## src/design/sem_pkg.sv

```systemverilog
// Shared constants, types and register codes of the Sobel edge magnitude block.
// Depends on nothing; imported by every module of the block but the checker.
package sem_pkg;

   // pixel and frame geometry
   localparam int PIX_W        = 8;
   localparam int MAX_WIDTH    = 2048;
   localparam int MAX_HEIGHT   = 4096;
   localparam int MIN_SIZE     = 3;
   localparam int COL_W        = $clog2(MAX_WIDTH);
   localparam int ROW_W        = $clog2(MAX_HEIGHT);

   // configuration register widths and reset values
   localparam int IN_WIDTH_W   = 12;
   localparam int IN_HEIGHT_W  = 13;
   localparam int SCALE_W      = 16;
   localparam int CSR_DATA_W   = 16;
   localparam int CSR_INDEX_W  = 2;
   localparam int SCALE_RESET  = 4096;

   // register indexes
   localparam logic [CSR_INDEX_W-1:0] CSR_IN_WIDTH  = 2'd0;
   localparam logic [CSR_INDEX_W-1:0] CSR_IN_HEIGHT = 2'd1;
   localparam logic [CSR_INDEX_W-1:0] CSR_SCALE     = 2'd2;

   // gradient arithmetic: |gx|,|gy| <= 1020
   localparam int GRAD_W       = 11;
   localparam int SQ_W         = 20;
   localparam int SUM_W        = 21;

   // fixed-point root and gain
   localparam int ROOT_FRAC_BITS       = 8;
   localparam int SCALE_FRAC_BITS      = 12;
   localparam int SQRT_STEPS_PER_STAGE = 4;
   localparam int SQRT_STAGES          = 5;
   localparam int ROOT_W    = SQRT_STEPS_PER_STAGE * SQRT_STAGES;
   localparam int RAD_W     = 2 * ROOT_W;
   localparam int REM_W     = ROOT_W + 2;
   localparam int PROD_W    = ROOT_W + SCALE_W;
   localparam int MAG_SHIFT = ROOT_FRAC_BITS + SCALE_FRAC_BITS;

   // live configuration, already clamped
   typedef struct packed {
      logic [COL_W-1:0]   last_col;
      logic [ROW_W-1:0]   last_row;
      logic [SCALE_W-1:0] scale;
   } sem_cfg_type;

   // end-of-row / end-of-frame marks riding with a result
   typedef struct packed {
      logic row_end;
      logic frame_end;
   } sem_tag_type;

endpackage

```

## src/design/sem_csr.sv

```systemverilog
// Configuration registers of the Sobel edge block: frame size and gain.
// Depends on sem_pkg; sizes are clamped at write time.
module sem_csr
   import sem_pkg::*;
(
   input  logic                   clock,
   input  logic                   reset,
   input  logic                   csr_valid,
   output logic                   csr_ready,
   input  logic [CSR_INDEX_W-1:0] csr_index,
   input  logic [CSR_DATA_W-1:0]  csr_data,
   output sem_cfg_type            cfg
);

   logic [COL_W-1:0]       last_col_ff, last_col_in;
   logic [ROW_W-1:0]       last_row_ff, last_row_in;
   logic [SCALE_W-1:0]     scale_ff, scale_in;
   logic [IN_WIDTH_W-1:0]  width_val, width_m1;
   logic [IN_HEIGHT_W-1:0] height_val, height_m1;
   logic                   write;

   assign csr_ready  = 1'b1;
   assign write      = csr_valid && csr_ready;
   assign width_val  = csr_data[IN_WIDTH_W-1:0];
   assign height_val = csr_data[IN_HEIGHT_W-1:0];
   assign width_m1   = width_val - IN_WIDTH_W'(1);
   assign height_m1  = height_val - IN_HEIGHT_W'(1);

   // clamp sizes into range and keep the last index of each
   always_comb begin
      last_col_in = last_col_ff;
      last_row_in = last_row_ff;
      scale_in    = scale_ff;
      if (write) begin
         case (csr_index)
            CSR_IN_WIDTH: begin
               if (width_val < IN_WIDTH_W'(MIN_SIZE)) begin
                  last_col_in = COL_W'(MIN_SIZE - 1);
               end else if (width_val > IN_WIDTH_W'(MAX_WIDTH)) begin
                  last_col_in = COL_W'(MAX_WIDTH - 1);
               end else begin
                  last_col_in = width_m1[COL_W-1:0];
               end
            end
            CSR_IN_HEIGHT: begin
               if (height_val < IN_HEIGHT_W'(MIN_SIZE)) begin
                  last_row_in = ROW_W'(MIN_SIZE - 1);
               end else if (height_val > IN_HEIGHT_W'(MAX_HEIGHT)) begin
                  last_row_in = ROW_W'(MAX_HEIGHT - 1);
               end else begin
                  last_row_in = height_m1[ROW_W-1:0];
               end
            end
            CSR_SCALE: begin
               scale_in = csr_data[SCALE_W-1:0];
            end
            default: begin
            end
         endcase
      end
   end

   always_ff @(posedge clock) begin
      if (reset) begin
         last_col_ff <= COL_W'(MAX_WIDTH - 1);
         last_row_ff <= ROW_W'(MAX_HEIGHT - 1);
         scale_ff    <= SCALE_W'(SCALE_RESET);
      end else begin
         last_col_ff <= last_col_in;
         last_row_ff <= last_row_in;
         scale_ff    <= scale_in;
      end
   end

   assign cfg.last_col = last_col_ff;
   assign cfg.last_row = last_row_ff;
   assign cfg.scale    = scale_ff;

endmodule

```

## config.mk

```make
export PLATFORM = sky130hd
export DESIGN_NAME = sem_csr
export DESIGN_NICKNAME = d
export VERILOG_FILES = /design/src/design/sem_pkg.sv /design/src/design/sem_csr.sv
export SDC_FILE = /design/constraint.sdc
export NUM_CORES = 1
export LEC_CHECK = 0
export BUFFER_PORTS_ARGS = -buffer_cell sky130_fd_sc_hd__buf_2
export CAP_MARGIN = 20
export CORE_ASPECT_RATIO = 0.5
export CORE_MARGIN = 8
export CORE_UTILIZATION = 35
export DETAILED_ROUTE_END_ITERATION = 6
export SLEW_MARGIN = 20
export SYNTH_ARGS = -nofsm -noshare
export SYNTH_HDL_FRONTEND = slang
export SYNTH_SLANG_ARGS = --single-unit
```

## constraint.sdc

```tcl
create_clock -name clock -period 2.4 [get_ports clock]
set_clock_uncertainty 0.05 [all_clocks]
set_input_delay 0.24 -clock clock [delete_from_list [all_inputs] [get_ports clock]]
set_output_delay 0.24 -clock clock [all_outputs]
set_load 0.03 [all_outputs]
```

==> metrics.csv <==
metric,value,unit
outcome,"finished, final reports clean",
most frequent cells after synthesis,"a21oi_1 (40), dfxtp_1 (39), nand2_1 (34)",
Final min period,1.770,ns
RSZ-0062 raised after global routing,false,
Sink Count,39,
worst setup margin,0.6298,ns
antenna violations before repair,0,
IO buf count,59,
Ys Warns,0,
grt total ovfl,0,
Avg Inst Size Synth,8.430,um^2
share of the synthesized area in the top cell type,42.68,%
Synth Cell Area,1829,um^2
Max-slew headroom,53.10,%
largest net degree at the start of global routing,41,
worst hold-check path type,in2reg,
Place WS,0.3480,ns
synth top area cells,"dfxtp_1 (43%), a21oi_1 (11%), nand2_1 (7.0%), o21ai_0 (4.9%), nor3_1 (2.5%)",
Post-CTS Repair Setup Buffers,0,
XOR/XNOR Fraction of Synth Area,2.394,%
Wirelength per Cell,14.78,um
Worst-Margin Slew,0.7035,ns
PD cells,605.7,nW/um^2
crit path capture type,flip-flop,
Clock power frac,31.3,%
via/cell ratio,4.880,
Final ANT Viol Nets,0,
CTS H-tree lvls,2,
Crit Path Class,in2reg,
routed wire length,5041,um
core region area,4977,um^2
# fillers,528,
CTS tree,yes,
drt first-iter violations,88,
Top-Level Pins,61,
WP data required,2.51,ns
Yosys top cell by area,dfxtp_1,
Leak,0.8474,nW
VDD IR max,0.1869,mV
layout cell share with drive strength beyond 1,29.15,%
post-synthesis compound-gate area fraction,24.21,%
Sw Ratio,29.09,%
synthesized-area fraction occupied by adder cells,2.052,%
largest family of logic cells by synthesized area,compound AO/OA/AOI/OAI gates,
DR pass1 iterations,5,
endpoints failing setup,0,
Post-Syn Instances,217,
final slew viol count,0,
gpl congestion,0.8026,
endpoints failing hold,0,
Rows,18,
Layout Utilization,44.47,%
worst-path fanout max,6,
area occupied by multi-input gates,930.9,um^2
Die Ht,67.12,um
DRC Markers,0,
GR Util All Layers,12.72,%
placed cell areas,2132,um^2
ant diodes,0,
hold_buf cts,0,
number of synthesized flops with an enable pin,0,
vias in the first global route,1632,
most common cell in the netlist,a21oi_1,
max cap viols,0,
first-pass GRT wire length,8204,um
part of the power in combinational logic,17.4,%
vias,1664,
die area,7936,um^2
sequential cell area,780.7,um^2
NetSw,0.3900,mW
post-synth cell types,40,
clock buffer depth,2,
Crit path arrival time,1.88,ns
CTS buffer count,5,
ys async rst share,0,%
Die X,118.2,um
Pint,0.9506,mW
mux contribution to synthesized area,0,%
syn nets,241,
simple-gate share of the synthesized area,22.02,%
setup TNS,0,ns
HPWL after DPL,3754,um
starting density of the core,36.75,%
ys flop type,dfxtp_1,
Post-Layout Inst Area,2213,um^2
Final #Nets,294,
Worst-path clk slew,0.08,ns
achievable clock frequency,564.9,MHz
CTS resizes,0,
"Area growth, synth to finish",21.00,%
CP startpoint kind,input pin,
#FFs+latches synth,39,
"Period Utilization, post-route",73.76,%
post-synthesis sequential area ratio,42.68,%
clk_lat worst skew,0.28,ns
Sequential Power Share,51.3,%
clock root buffer,clkbuf_8,
==> worst max-delay path, stage by stage <==
cell and delay, ns:
buf_2 0.12, inv_1 0.15, ha_1 0.20, or3b_2 0.55, o31a_2 0.33, a211oi_1 0.19
o21ai_0 0.11
==> layout make-up <==
class                      instances  share of cell area, %
sequential                        39                  35.27
clock inverter                     1                 0.2261
timing repair buffer              62                  14.36
inverter                           4                 0.6784
multi-input combinational        158                  42.06
tap                               70                  3.957
clock buffer                       7                  3.448
==> path summary, 6_finish.rpt <==
check	from	slack (ns)	endpoint	cells past startpoint
max reg2reg	last_col_ff[1]$_SDFFE_PP1P_	1.47	last_col_ff[1]$_SDFFE_PP1P_	2
min reg2reg	scale_ff[15]$_SDFFE_PP0P_	0.40	scale_ff[15]$_SDFFE_PP0P_	2
min	csr_data[15]	0.14	scale_ff[15]$_SDFFE_PP0P_	3
max	csr_data[0]	0.63	last_row_ff[6]$_SDFFE_PP1P_	7
==> flip-flops by register name, summed over array words and instances (netlist names) <==
signal	cells
last_row_ff	12
scale_ff	16
last_col_ff	11
==> power by group through the flow <==
| stage | combinational [mW] | sequential, mW | clock (mW) |
|---|---|---|---|
| floorplan | 0.0992 | 0.758 | 0 |
| global placement | 0.233 | 0.701 | 0 |
| detailed placement | 0.234 | 0.703 | 0 |
| CTS | 0.235 | 0.688 | 0.438 |
| global route | 0.254 | 0.692 | 0.459 |
| finish | 0.233 | 0.688 | 0.420 |
==> per-stage QoR <==
stage	total power, mW	std cells	hold slack, ns
global route	1.406	341	0.1437
finish	1.341	341	0.1397
CTS	1.361	341	0.1331
detailed placement	0.9372	333	0.3955
global placement	0.9344	333	0.3908
floorplan	0.8577	217	0.3260
==> routing by layer <==
| layer | part of all wire [%] | GRT usage (%) |
|---|---|---|
| met5 | 0 | 0 |
| met4 | 0.60 | 3.318 |
| met3 | 5.7 | 3.879 |
| met2 | 46 | 21.08 |
| met1 | 47 | 16.03 |
==> cells by family (layout without fill, tap and decap cells) <==
logic type | Yosys count | in the layout
AOI/OAI and AO/OA | 77 | 77
xor gates and xnor gates | 5 | 5
adders and majority gates | 3 | 3
buffers and inverters | 20 | 74
DFF | 39 | 39
other | 1 | 1
and+or+nand+nor | 72 | 72
==> layout by cell type, fill, tap and decap left out, types with 3 or more instances in the layout <==
master and instances:
buf_2 59, nor3_1 9, nand3b_1 3, ha_1 3
o21ai_0 18, o21a_1 3, o211ai_1 6, inv_1 4
xnor2_1 4, dfxtp_1 39, a21oi_1 40, or3b_2 3
a211oi_1 4, buf_4 3, nor2_1 6, clkbuf_8 5
nand2_1 34
Note: power is estimated with default switching activity, not from simulation.
