<file path="src/design/sem_pkg.sv">
// Shared constants, types and register codes of the Sobel edge magnitude block.
// Depends on nothing; imported by every module of the block but the checker.
package sem_pkg;

   // pixel and frame geometry
   localparam int PIX_W        = 8;
   localparam int MAX_WIDTH    = 2048;
   localparam int MAX_HEIGHT   = 4096;
   localparam int MIN_SIZE     = 3;
   localparam int COL_W        = $clog2(MAX_WIDTH);
   localparam int ROW_W        = $clog2(MAX_HEIGHT);

   // configuration register widths and reset values
   localparam int IN_WIDTH_W   = 12;
   localparam int IN_HEIGHT_W  = 13;
   localparam int SCALE_W      = 16;
   localparam int CSR_DATA_W   = 16;
   localparam int CSR_INDEX_W  = 2;
   localparam int SCALE_RESET  = 4096;

   // register indexes
   localparam logic [CSR_INDEX_W-1:0] CSR_IN_WIDTH  = 2'd0;
   localparam logic [CSR_INDEX_W-1:0] CSR_IN_HEIGHT = 2'd1;
   localparam logic [CSR_INDEX_W-1:0] CSR_SCALE     = 2'd2;

   // gradient arithmetic: |gx|,|gy| <= 1020
   localparam int GRAD_W       = 11;
   localparam int SQ_W         = 20;
   localparam int SUM_W        = 21;

   // fixed-point root and gain
   localparam int ROOT_FRAC_BITS       = 8;
   localparam int SCALE_FRAC_BITS      = 12;
   localparam int SQRT_STEPS_PER_STAGE = 4;
   localparam int SQRT_STAGES          = 5;
   localparam int ROOT_W    = SQRT_STEPS_PER_STAGE * SQRT_STAGES;
   localparam int RAD_W     = 2 * ROOT_W;
   localparam int REM_W     = ROOT_W + 2;
   localparam int PROD_W    = ROOT_W + SCALE_W;
   localparam int MAG_SHIFT = ROOT_FRAC_BITS + SCALE_FRAC_BITS;

   // live configuration, already clamped
   typedef struct packed {
      logic [COL_W-1:0]   last_col;
      logic [ROW_W-1:0]   last_row;
      logic [SCALE_W-1:0] scale;
   } sem_cfg_type;

   // end-of-row / end-of-frame marks riding with a result
   typedef struct packed {
      logic row_end;
      logic frame_end;
   } sem_tag_type;

endpackage

</file>
<file path="src/design/sem_sqrt.sv">
// Pipelined digit-by-digit integer square root of (sum << 2*ROOT_FRAC_BITS).
// Depends on sem_pkg; SQRT_STAGES stages of SQRT_STEPS_PER_STAGE digits.
module sem_sqrt
   import sem_pkg::*;
(
   input  logic              clock,
   input  logic              reset,
   input  logic              in_valid,
   output logic              in_ready,
   input  logic [SUM_W-1:0]  in_sum,
   input  sem_tag_type       in_tag,
   output logic              out_valid,
   input  logic              out_ready,
   output logic [ROOT_W-1:0] out_root,
   output sem_tag_type       out_tag
);

   typedef struct packed {
      logic [RAD_W-1:0]  rad;
      logic [REM_W-1:0]  rem;
      logic [ROOT_W-1:0] root;
   } sem_sqrt_st_type;

   // one stage worth of result digits
   function automatic sem_sqrt_st_type sqrt_steps(input sem_sqrt_st_type s);
      sem_sqrt_st_type  t;
      logic [REM_W-1:0] rem2;
      logic [REM_W-1:0] trial;
      t = s;
      for (int i = 0; i < SQRT_STEPS_PER_STAGE; i++) begin
         rem2  = {t.rem[REM_W-3:0], t.rad[RAD_W-1:RAD_W-2]};
         trial = {t.root, 2'b01};
         t.rad = t.rad << 2;
         if (rem2 >= trial) begin
            t.rem  = rem2 - trial;
            t.root = {t.root[ROOT_W-2:0], 1'b1};
         end else begin
            t.rem  = rem2;
            t.root = {t.root[ROOT_W-2:0], 1'b0};
         end
      end
      return t;
   endfunction

   logic            v_ff    [SQRT_STAGES];
   sem_sqrt_st_type st_ff   [SQRT_STAGES];
   sem_tag_type     tag_ff  [SQRT_STAGES];
   logic            free    [SQRT_STAGES+1];
   logic            src_v   [SQRT_STAGES];
   sem_sqrt_st_type src_st  [SQRT_STAGES];
   sem_tag_type     src_tag [SQRT_STAGES];
   sem_sqrt_st_type st_in   [SQRT_STAGES];
   sem_sqrt_st_type first_st;

   // a stage can take an item when empty or when its item moves on
   always_comb begin
      free[SQRT_STAGES] = out_ready;
      for (int k = SQRT_STAGES - 1; k >= 0; k--) begin
         free[k] = !v_ff[k] || free[k+1];
      end
   end

   assign first_st.rad  = RAD_W'(in_sum) << (2 * ROOT_FRAC_BITS);
   assign first_st.rem  = '0;
   assign first_st.root = '0;

   // stage sources and next payload
   always_comb begin
      for (int k = 0; k < SQRT_STAGES; k++) begin
         if (k == 0) begin
            src_v[k]   = in_valid;
            src_st[k]  = first_st;
            src_tag[k] = in_tag;
         end else begin
            src_v[k]   = v_ff[k-1];
            src_st[k]  = st_ff[k-1];
            src_tag[k] = tag_ff[k-1];
         end
         st_in[k] = sqrt_steps(src_st[k]);
      end
   end

   always_ff @(posedge clock) begin
      if (reset) begin
         for (int k = 0; k < SQRT_STAGES; k++) begin
            v_ff[k] <= 1'b0;
         end
      end else begin
         for (int k = 0; k < SQRT_STAGES; k++) begin
            if (free[k]) begin
               v_ff[k] <= src_v[k];
            end
         end
      end
   end

   always_ff @(posedge clock) begin
      for (int k = 0; k < SQRT_STAGES; k++) begin
         if (free[k] && src_v[k]) begin
            st_ff[k]  <= st_in[k];
            tag_ff[k] <= src_tag[k];
         end
      end
   end

   assign in_ready  = free[0];
   assign out_valid = v_ff[SQRT_STAGES-1];
   assign out_root  = st_ff[SQRT_STAGES-1].root;
   assign out_tag   = tag_ff[SQRT_STAGES-1];

endmodule

</file>
<file path="config.mk">
export PLATFORM = sky130hd
export DESIGN_NAME = sem_sqrt
export DESIGN_NICKNAME = d
export VERILOG_FILES = /design/src/design/sem_pkg.sv /design/src/design/sem_sqrt.sv
export SDC_FILE = /design/constraint.sdc
export NUM_CORES = 1
export LEC_CHECK = 0
export ABC_AREA = 1
export BUFFER_PORTS_ARGS = -buffer_cell sky130_fd_sc_hd__buf_2
export CELL_PAD_IN_SITES_DETAIL_PLACEMENT = 1
export CELL_PAD_IN_SITES_GLOBAL_PLACEMENT = 1
export CORE_ASPECT_RATIO = 0.75
export CORE_MARGIN = 8
export CORE_UTILIZATION = 47
export DETAILED_ROUTE_END_ITERATION = 8
export MAX_ROUTING_LAYER = met4
export PLACE_DENSITY = 0.92
export SYNTH_ARGS = -nofsm -noshare
export SYNTH_HDL_FRONTEND = slang
export SYNTH_SLANG_ARGS = --single-unit
</file>
<file path="constraint.sdc">
create_clock -name clock -period 11.2 [get_ports clock]
set_input_delay 1.12 -clock clock [delete_from_list [all_inputs] [get_ports clock]]
set_output_delay 1.12 -clock clock [all_outputs]
set_load 0.05 [all_outputs]
</file>
==> results.txt <==
The time the worst path needs with I/O delays and setup was 10350 ps. At the later pin of the worst-skew pair, clock insertion delay measures 480 ps. The run gives 1439 as the initial detailed-routing violation count.

The tools report the antenna violation net count after detailed routing as 0. The tools report the end of the worst register-to-register path as st_ff[0][317]$_DFFE_PP_. For the starting density of the core, the log shows 0.477. The total power density per cell area came out at 253 mW/mm^2. The total buffers and inverters traversed by the critical path came out at 12.

The synthesized-area fraction occupied by and/or/nand/nor cells is 0.343. Register-to-register setup slack: 850 ps. The tools report the number of vias in the routed layout as 20800. In this design, the stage delay of the slowest critical-path cell is 470 ps.

The tools report the cell area after placement as 0.0209 sq mm. The area growth from synthesis to layout is 7.77%. The logs give 58.1 mm for the final HPWL from detailed placement and 0 for the final global-route overflow total. Grouping stages by cell kind, the critical path spends the most delay in compound AO/OA/AOI/OAI gates.

The all-layer global routing usage came out at 0.287. In this run the power spent charging and discharging nets is 3020 uW. The clock tree root driver cell is sky130_fd_sc_hd__clkbuf_16. By startpoint and endpoint, the worst setup path is classified as flip-flop to flip-flop. The data required time at the worst endpoint came out at 11440 ps. For the antenna diode count, the log shows 0. The clock tree skew after final layout was 11.5 ps. The main combinational cell family by area after synthesis was simple AND/OR/NAND/NOR gates. Yosys printed 0 warnings. The die span in y is 195 microns. The fraction of layout cells with a size suffix above 1 is 0.0821.

The logs give 0.207 for the headroom to the max-slew limit and 0.00519 sq mm for the area of all sequential standard cells. Final-report setup violation count: 0. The area share of xor/xnor cells in the synthesized design is 0.0632.

The filler cell count is 5762, and the number of CTS-inserted buffers is 17. At the end of routability-driven placement, the weighted congestion stood at 0.948. Setup slack on the critical path of the routed design comes to 845 ps.

TritonCTS built the clock tree. The initial antenna violation count is 1, and the clock share of power is 0.115. The tree built by TritonCTS fans out to 173 sinks.

After detailed routing, the number of remaining DRC violations is 0. The logs give 0 for the final count of pins violating max slew and 0.0201 sq mm for the mapped cell area. The worst register-to-register path begins at st_ff[0][243]$_DFFE_PP_.

The final layout contains routed wiring with a total length of 70.9 mm. Startpoint kind of the worst setup timing path: a flip-flop. The number of buffers inserted for hold repair after clock tree synthesis was 0. The most used flip-flop cell after synthesis is sky130_fd_sc_hd__edfxtp_1. Fraction of the mapped netlist area in compound gates: 0.123. IR analysis of the VDD net gives a maximum drop of 0.125 mV. The die width is 255 microns. The worst hold path terminates at st_ff[0][142]$_DFFE_PP_. The worst setup path is captured at a flip-flop.

The logic depth of the worst register-to-register path is 63. For this design the static power due to leakage is 0.0101 uW. The count of maximum capacitance violations was 0; the average cell area after synthesis was 6.71 sq um.

The share of synthesized area occupied by flip-flops and latches was 0.259. The worst-case hold slack came out at 427 ps. Cell repeated most along the worst path: sky130_fd_sc_hd__nand2_1.

The final-report hold violation count was 0. The pre-CTS worst setup slack was 192 ps; the combinational share of power was 0.711. The share of power burned in registers is 0.174, and the post-synthesis cell type count is 54. The number of I/O port buffers is 49.

The row count is 65, and the area used by multi-input combinational logic is 0.0131 sq mm. The flow ran to the end, and the final reports show no timing, DRC or antenna violations. Maximum number of buffers from clock root to sink: 2.

The startpoint identified for the worst hold timing path is st_ff[0][60]$_DFFE_PP_. The highest net fanout along the worst path is 16, and the final standard cell area without fillers is 0.0216 sq mm. The synthesized design contains 173 enable-type register cells. After clock tree synthesis, the clock-pin slew on the worst setup and hold paths is 80 ps. The total I/O pin count is 51, and the pin count of the biggest net entering global routing is 38. The mux share of post-synthesis cell area works out to 0.

In the routed layout, each cell is associated on average with a via count of 5.73. The run gives 2470 uW as the internal power summed over all cells. The net count of the finished layout is 3264. The logs give 2992 for the instance count of the mapped netlist and 96.6 MHz for the highest clock rate. The floorplan step defined a core boundary enclosing 0.0421 sq mm. Counting instances, the worst hold path has a depth of 0. The floorplan step defined a die boundary enclosing 0.0497 sq mm. For the net count after synthesis, the log shows 3210. Number of synthesized register bits: 173.

The first detailed-routing pass took 6 iterations. After detailed routing, the average wire length per cell comes to 19.6 microns. The fraction of power spent switching nets was 0.550. The path class of the tightest hold or removal check is flip-flop to flip-flop.

Post-route fraction of the period consumed by the critical path: 0.925. The adder and majority gate portion of the synthesized area works out to 0.120. The tools report the wire length of the first global-routing pass as 112 mm. At the pin with the least slew margin, the transition time is 1190 ps.

The via count of the first global-routing pass is 21200, and the CTS H-tree depth is 4. STA puts the critical path data arrival time at 10590 ps. The fraction of registers with async set/reset works out to 0. For this design, the slowest cell found on the critical path is sky130_fd_sc_hd__edfxtp_1.
power by group through the flow:
stage	Combinational [uW]	Sequential, uW	Clock [uW]
after floorplan	2770	934	0
after global placement	3530	961	0
after detailed placement	3740	964	0
after CTS	3790	951	635
after global routing	4330	958	656
final	3900	953	631
synth_stat cells (7+ instances only):
library cell                 n  area [sq um]
sky130_fd_sc_hd__a21o_1      9          67.6
sky130_fd_sc_hd__clkbuf_1   16          60.1
sky130_fd_sc_hd__nand4_1    53           332
sky130_fd_sc_hd__a21oi_1   160           801
sky130_fd_sc_hd__buf_4       7          52.6
sky130_fd_sc_hd__nand3_2     9          90.1
sky130_fd_sc_hd__nor3_1     38           190
sky130_fd_sc_hd__buf_2       8          40.0
sky130_fd_sc_hd__o21ai_1    12          60.1
sky130_fd_sc_hd__ha_1      187          2340
sky130_fd_sc_hd__inv_2      10          37.5
sky130_fd_sc_hd__buf_6       8          90.1
sky130_fd_sc_hd__o211ai_1    8          60.1
sky130_fd_sc_hd__nor2_2     34           213
sky130_fd_sc_hd__xor2_1     85           744
sky130_fd_sc_hd__or2_2       8          50.1
sky130_fd_sc_hd__nand2_1   830          3120
sky130_fd_sc_hd__nor2_1    289          1080
sky130_fd_sc_hd__and2_1      7          43.8
sky130_fd_sc_hd__inv_1     407          1530
sky130_fd_sc_hd__o21ai_0   189           946
sky130_fd_sc_hd__nand3b_1   16           120
sky130_fd_sc_hd__o21bai_1   17           128
sky130_fd_sc_hd__nand3_1   228          1140
sky130_fd_sc_hd__nor2_4     11           124
sky130_fd_sc_hd__a21oi_2    12           105
sky130_fd_sc_hd__nand2_2    30           188
sky130_fd_sc_hd__xnor2_1    60           526
sky130_fd_sc_hd__edfxtp_1  173          5190
sky130_fd_sc_hd__a31oi_1     9          56.3
registers in the layout, indices dropped and copies added (netlist names):
name	count
st_ff	158
tag_ff	10
v_ff	5
layout by cell type (no fill, tap or decap), types with 5 or more instances in the layout:
cell type / netlist / layout
sky130_fd_sc_hd__a211oi_1: 5 / 5
sky130_fd_sc_hd__a21o_1: 9 / 9
sky130_fd_sc_hd__a21oi_1: 160 / 160
sky130_fd_sc_hd__a21oi_2: 12 / 12
sky130_fd_sc_hd__a31oi_1: 9 / 9
sky130_fd_sc_hd__and2_1: 7 / 7
sky130_fd_sc_hd__buf_2: 8 / 49
sky130_fd_sc_hd__buf_4: 7 / 24
sky130_fd_sc_hd__clkbuf_16: 0 / 17
sky130_fd_sc_hd__edfxtp_1: 173 / 173
sky130_fd_sc_hd__ha_1: 187 / 187
sky130_fd_sc_hd__inv_1: 407 / 406
sky130_fd_sc_hd__inv_2: 10 / 9
sky130_fd_sc_hd__inv_8: 0 / 6
sky130_fd_sc_hd__nand2_1: 830 / 828
sky130_fd_sc_hd__nand2_2: 30 / 32
sky130_fd_sc_hd__nand2_4: 5 / 5
sky130_fd_sc_hd__nand3_1: 228 / 228
sky130_fd_sc_hd__nand3_2: 9 / 9
sky130_fd_sc_hd__nand3b_1: 16 / 16
sky130_fd_sc_hd__nand4_1: 53 / 53
sky130_fd_sc_hd__nor2_1: 289 / 284
sky130_fd_sc_hd__nor2_2: 34 / 37
sky130_fd_sc_hd__nor2_4: 11 / 14
sky130_fd_sc_hd__nor3_1: 38 / 38
sky130_fd_sc_hd__o211ai_1: 8 / 8
sky130_fd_sc_hd__o21a_1: 5 / 5
sky130_fd_sc_hd__o21ai_0: 189 / 184
sky130_fd_sc_hd__o21ai_1: 12 / 16
sky130_fd_sc_hd__o21bai_1: 17 / 15
sky130_fd_sc_hd__or2_2: 8 / 8
sky130_fd_sc_hd__xnor2_1: 60 / 60
sky130_fd_sc_hd__xor2_1: 85 / 85
layer usage:
| layer | up-vias | part of all wire | GRT usage |
|---|---|---|---|
| li1 | 10000 | - | - |
| met4 | 0 | 0.020 | 0.0677 |
| met1 | 10100 | 0.47 | 0.390 |
| met5 | - | 0 | - |
| met3 | 106 | 0.065 | 0.0460 |
| met2 | 604 | 0.44 | 0.443 |
per-stage QoR:
| step | power (uW) | cells | util | setup TNS (ps) |
|---|---|---|---|---|
| 2_1_floorplan | 3700 | 2992 | - | 0 |
| 3_3_place_gp | 4490 | 3584 | 0.497 | 0 |
| 3_5_place_dp | 4710 | 3584 | 0.497 | 0 |
| 4_1_cts | 5370 | 3616 | 0.511 | 0 |
| 5_1_grt | 5950 | 3628 | 0.514 | -22.2 |
| 6_report | 5490 | 3628 | 0.514 | 0 |
cells by family after synthesis:
| group | count (synthesis) |
|---|---|
| AND/OR/NAND/NOR | 1572 |
| buffers and inverters | 464 |
| AO/OA/AOI/OAI | 446 |
| adder cells (fa/ha/maj) | 191 |
| flip-flops | 173 |
| XOR/XNOR | 145 |
| other | 1 |
worst reg2reg max path, delay by kind of cell, from the launching register on:
kind	cells	cell delay (ps)
buffers and inverters	12	1530
AOI/OAI and AO/OA	18	3460
DFF	1	470
adders and majority gates	6	1730
and+or+nand+nor	27	2930
what timing repair did:
item,4_1_cts,5_1_grt
setup endpoints to repair,0,21
resized for setup,0,18
hold endpoints to repair,0,0
setup buffers,0,9
cell type report:
cell class,instances,share of cell area
Timing Repair inverter,2,0.000462
Inverter,423,0.0740
Clock inverter,15,0.00815
Clock buffer,17,0.0197
Multi-Input combinational cell,2356,0.605
Tap cell,569,0.0329
Sequential cell,173,0.240
Timing Repair Buffer,73,0.0197
how the worst max path moves through the flow:
stage	start	end	slack, ps	depth (start not counted)
2_1_floorplan	st_ff[0][148]$_DFFE_PP_	st_ff[0][257]$_DFFE_PP_	1610	63
3_3_place_gp	st_ff[0][243]$_DFFE_PP_	st_ff[0][317]$_DFFE_PP_	970	63
3_5_place_dp	st_ff[0][243]$_DFFE_PP_	st_ff[0][317]$_DFFE_PP_	190	64
4_1_cts	st_ff[0][243]$_DFFE_PP_	st_ff[0][317]$_DFFE_PP_	80	63
5_1_grt	st_ff[0][243]$_DFFE_PP_	st_ff[0][317]$_DFFE_PP_	-20	63
6_report	st_ff[0][243]$_DFFE_PP_	st_ff[0][317]$_DFFE_PP_	850	63
Power figures use the tool's default switching activity.
